**src/rtl/hi3d_pkg.sv**
```systemverilog
`timescale 1ns / 1ps

package hi3d_pkg;

	// largest number of axes the transform supports
	localparam int MAX_DIMS = 3;

endpackage

```
**src/rtl/hilbert_index_3d.sv**
```systemverilog
`timescale 1ns / 1ps

// hilbert_index_3d: Hilbert curve distance of one point (axes to transpose form)
//
// point channel: coord_x, coord_y, coord_z with point_valid / point_stall;
// a transfer happens on a rising edge with point_valid high and point_stall low
// dist channel: curve_distance with dist_valid / dist_stall, same rule
// the distance interleaves the transposed axes, top bit plane first, x highest
// in each group; with DIMS of two coord_z is ignored
//
// pipeline: BITS register stages in all, one register stage per bit plane
// from the top plane down to bit 1, then one stage for gray encoding, the
// correction mask and the interleave
// throughput: one point per cycle while dist_stall is low; each stage holds one point and moves on
// whenever the stage after it is empty or moving
//
// reset: arst_n clears every stage valid bit at once; data registers are not
// reset; the point channel is ready in the first cycle after reset
// stall: a stalled result holds on the output stage while earlier stages keep
// filling their empty slots; point_stall rises only once every stage is full

module hilbert_index_3d #(
	parameter int BITS = 10,
	parameter int DIMS = 3
) (
	input  logic                 clk,
	input  logic                 arst_n,
	input  logic [BITS-1:0]      coord_x,
	input  logic [BITS-1:0]      coord_y,
	input  logic [BITS-1:0]      coord_z,
	input  logic                 point_valid,
	output logic                 point_stall,
	output logic [BITS*DIMS-1:0] curve_distance,
	output logic                 dist_valid,
	input  logic                 dist_stall
);

	localparam int DW = BITS * DIMS;

	typedef logic [DIMS-1:0][BITS-1:0] axes_t;

	// all coordinates, only the first DIMS take part
	logic [BITS-1:0] coord_all [hi3d_pkg::MAX_DIMS];
	axes_t           in_ax;

	// plane stages 1 .. BITS-1, output stage BITS
	axes_t           ax_s     [1:BITS-1];
	axes_t           stg_in   [1:BITS-1];
	axes_t           stg_nxt  [1:BITS-1];
	logic [BITS:1]   valid_s;
	logic [BITS-1:0] prev_valid;
	logic [BITS+1:1] ready;
	logic [DW-1:0]   dist_s;
	logic [DW-1:0]   dist_nxt;

	assign coord_all[0] = coord_x;
	assign coord_all[1] = coord_y;
	assign coord_all[2] = coord_z;

	always_comb begin
		for (int i = 0; i < DIMS; i++) begin
			in_ax[i] = coord_all[i];
		end
	end

	// stage k may load when it is empty or its content moves on this edge
	assign ready[BITS+1] = !dist_stall;
	assign point_stall   = !ready[1];
	assign prev_valid[0] = point_valid;

	genvar k;
	generate
		for (k = 1; k <= BITS; k++) begin : g_ctl
			assign ready[k] = !valid_s[k] || ready[k+1];

			if (k < BITS) begin : g_pv
				assign prev_valid[k] = valid_s[k];
			end

			always_ff @(posedge clk or negedge arst_n) begin
				if (!arst_n) begin
					valid_s[k] <= 1'b0;
				end else if (ready[k]) begin
					valid_s[k] <= prev_valid[k-1];
				end
			end
		end

		for (k = 1; k < BITS; k++) begin : g_plane
			// plane handled here: bit BITS-k, mask of the bits below it
			localparam int              P   = BITS - k;
			localparam logic [BITS-1:0] LOW = BITS'((64'd1 << P) - 64'd1);

			if (k == 1) begin : g_src_in
				assign stg_in[k] = in_ax;
			end else begin : g_src_stage
				assign stg_in[k] = ax_s[k-1];
			end

			// each axis in turn: invert low bits of x, or exchange them with x
			always_comb begin
				logic [BITS-1:0] sw;
				sw         = '0;
				stg_nxt[k] = stg_in[k];
				for (int i = 0; i < DIMS; i++) begin
					if (stg_nxt[k][i][P]) begin
						stg_nxt[k][0] = stg_nxt[k][0] ^ LOW;
					end else begin
						sw            = (stg_nxt[k][0] ^ stg_nxt[k][i]) & LOW;
						stg_nxt[k][0] = stg_nxt[k][0] ^ sw;
						stg_nxt[k][i] = stg_nxt[k][i] ^ sw;
					end
				end
			end

			always_ff @(posedge clk) begin
				if (ready[k] && prev_valid[k-1]) begin
					ax_s[k] <= stg_nxt[k];
				end
			end
		end
	endgenerate

	// gray encode across the axes, apply the correction mask, interleave
	always_comb begin
		axes_t           g;
		logic [BITS-1:0] corr;
		g[0] = ax_s[BITS-1][0];
		for (int i = 1; i < DIMS; i++) begin
			g[i] = ax_s[BITS-1][i] ^ g[i-1];
		end
		// bit j of the mask is the parity of the last axis above bit j
		for (int j = 0; j < BITS; j++) begin
			corr[j] = ^(g[DIMS-1] >> (j + 1));
		end
		for (int i = 0; i < DIMS; i++) begin
			g[i] = g[i] ^ corr;
		end
		for (int p = 0; p < BITS; p++) begin
			for (int i = 0; i < DIMS; i++) begin
				dist_nxt[p*DIMS + (DIMS-1-i)] = g[i][p];
			end
		end
	end

	always_ff @(posedge clk) begin
		if (ready[BITS] && prev_valid[BITS-1]) begin
			dist_s <= dist_nxt;
		end
	end

	assign curve_distance = dist_s;
	assign dist_valid     = valid_s[BITS];

endmodule

```
**config.mk**
```make
export PLATFORM = sky130hd
export DESIGN_NAME = hilbert_index_3d
export DESIGN_NICKNAME = d
export VERILOG_FILES = /design/src/rtl/hi3d_pkg.sv /design/src/rtl/hilbert_index_3d.sv
export SDC_FILE = /design/constraint.sdc
export NUM_CORES = 1
export LEC_CHECK = 0
export BUFFER_PORTS_ARGS = -buffer_cell sky130_fd_sc_hd__buf_2
export CAP_MARGIN = 20
export CORE_AREA = 2 2 201 223
export CTS_CLUSTER_DIAMETER = 120
export DETAILED_ROUTE_END_ITERATION = 10
export DIE_AREA = 0 0 203 225
export GPL_TIMING_DRIVEN = 1
export PLACE_DENSITY = 0.54
export SLEW_MARGIN = 20
export SYNTH_ARGS = -nofsm -noshare
export SYNTH_HDL_FRONTEND = slang
export SYNTH_SLANG_ARGS = --single-unit
```
**constraint.sdc**
```tcl
create_clock -name clk -period 3.77 [get_ports clk]
set_input_delay 0.377 -clock clk [delete_from_list [all_inputs] [get_ports clk]]
set_output_delay 0.377 -clock clk [all_outputs]
set_load 0.03 [all_outputs]
```
==> reports/metrics.yaml <==
ir_drop_v: 0.000814
layout.nets: 907
clock_latency_ps: 500
setup.worst_path.start: "dist_valid$_DFFE_PN0P_"
clk_pin_slew_ps: 60
clock_sinks: 310
hp-class: "input pin to register"
synth_edf_count: 300
worstPathArrival_ps: 2310
synth_cells: 792
reg2reg_from: "ax_s[0][299]$_DFFE_PP_"
htree_levels: 2
cts_made_buffers: 34
die_h_um: 225
synth_cell_types: 25
holdPathStages: 2
fillers: 4086
dp_hpwl_um: 11000
start_util_pct: 29.9
rows: 80
synthToLayoutAreaGrowth_pct: 15.7
tightest_slew_ps: 974
drt_iter0_drc: 230
fin_crit_sh_pct: 71.4
syn_area_sq_mm: 0.0129
first_global_vias: 5756
slowest_stage: "nor3_1"
tritoncts: "yes"
synthDominantCellAreaShare_pct: 69.9
wl_um: 15400
synth_fp_nets: 826
r2r_cells: 5
grt_usage_pct: 7.13
coreArea_sq_mm: 0.0431
finClkSkew_ps: 15.5
drive_gt1_share_pct: 16.0
io_pins: 66
synth.area.top_cells: "edfxtp_1 (70%), mux2i_1 (9.2%), xnor2_1 (4.7%)"
setup_viol: 0
place_congestion: 0.673
antennaDiodeCount: 0
leakage_nw: 5.89
synth_area_leader_cell: "edfxtp_1"
fin_util_pct: 34.5
ys_seq_area_share_pct: 71.9
ys_async_sr_fraction_pct: 3.23
power_density_mw_per_mm2: 946
min-delay-start: "point_valid"
viasPerCell: 3.87
yosysMostFrequentCell: "edfxtp_1"
finalPower_w: 0.0141
rsz0062_at_grt: "no"
cts-root-buf: "clkbuf_16"
drc_errors: 0
grt_pass1_wl_um: 26800
clock_path_buffers: 3
synth_top_flop_cell: "edfxtp_1"
cp-end-kind: "primary output"
maxCapViolations: 0
final-max-slew-violation-count: 0
vias: 5674
fin_crit_ps: 2690
crit_type: "register to primary output"
wl_per_cell_um: 10.5
worstPathMaxFanout: 5
synth.avg_cell_area_sq_um: 16.3
max_freq_ghz: 0.372
synthTopCellsByCount: "edfxtp_1 (300), mux2i_1 (119), inv_1 (95)"
io_buffer_count: 65
synth_seq_cells: 310
hold_viol: 0
die_w_um: 203
antenna_left: 0
status: "completed"
grt_max_degree: 31
path_common_cell: "nand4_1"
crit_path_start_kind: "register"
cp_cell_sequence: "nand4_1 > nor3_1 > nand4_1 > inv_1 > buf_2"
grt_overflow: 0
fin_tns_setup_ps: 0
fp.dieArea_sq_mm: 0.0457
yosys_warnings: 0
antenna_found_initial: 0
slew-limit-headroom_pct: 34.9
critPathRequiredTime_ps: 3390
drtPass1Iterations: 4
cp_slowest_stage_delay_ps: 640
[worst max-delay path: cells and delay by family, from the launching register on]
| kind | cells | cell delay [ps] |
|---|---|---|
| buffers and inverters | 2 | 280 |
| and+or+nand+nor | 3 | 1090 |
| DFF | 1 | 440 |
[power by group]
| part | switching [W] | internal (W) | total (W) |
|---|---|---|---|
| Combinational | 0.00218 | 0.00290 | 0.00508 |
| Clock | 0.00121 | 0.00171 | 0.00292 |
| Sequential | 0.000508 | 0.00560 | 0.00611 |
| Total | 0.00389 | 0.0102 | 0.0141 |
[final timing paths]
path	endpoint	slack (ps)
worst max-delay path	point_stall	1080
worst min-delay path	prev_valid[1]$_DFFE_PN0P_	80
worst max register to register	curve_distance[2]$_DFFE_PP_	1170
worst min register to register	ax_s[0][254]$_DFFE_PP_	410
max in group asynchronous	prev_valid[4]$_DFFE_PN0P_	3300
min in group asynchronous	prev_valid[2]$_DFFE_PN0P_	270
[repair_timing]
action	CTS	global route
buffers inserted	0	0
hold buffers	1	0
gates resized for setup	0	0
hold endpoints to repair	10	0
[cells in the final DEF (no fill, tap or decap), drive strengths merged]
cell           n
nand4          2
xnor2         69
nor2           1
inv           98
nand3          2
or2            2
mux2          16
xor2           9
edfxtp       300
mux2i        119
nor3           1
bufinv         1
nand2b         6
clkinv        16
nand2         49
nor2b          2
buf           75
o21ai         45
dfrtp         10
clkbuf        36
a21o           2
and2           6
a21boi         2
dlygate4sd3    1
xnor3         22
[kinds of logic (layout without fill, tap and decap cells)]
group	Yosys count	count (layout)	share of synthesized area [%]
flops	310	310	71.9
compound gates	49	49	1.98
mux	135	135	10.6
buf+inv	127	227	3.72
xor+xnor	100	100	9.32
simple gates	71	71	2.45
[area by class of cell]
type                       instances  area, sq um  share of cell area, %
sequential                       310         9260                   62.1
multi-input combinational        355         3160                   21.2
clock buffer                      36          858                   5.76
tap                              574          718                   4.82
timing repair buffer              76          410                   2.75
inverter                          96          363                   2.44
clock inverter                    19          126                  0.848
[routing by layer]
layer	GRT usage (%)	share of wire (%)	vias to the layer above
met5	0	0	-
met4	2.92	2.9	0
met3	1.85	4.8	35
met2	13.0	50	100
met1	7.91	42	2572
li1	-	-	2967
[registers in the layout, summed over array words and instances, names as in the netlist]
register and count:
prev_valid 9, curve_distance 30, ax_s 270, dist_valid 1
[stage by stage]
stage                     worst slack, ps  hold WS, ps  cells  area (sq um)
after floorplan                       263         81.4    792         12900
after global placement               1200          252   1410         13900
after detailed placement             1140          256   1410         13900
after CTS                            1040         69.6   1466         14900
after global routing                  852         72.6   1466         14900
final                                1080         84.5   1466         14900
Power figures use the tool's default switching activity.
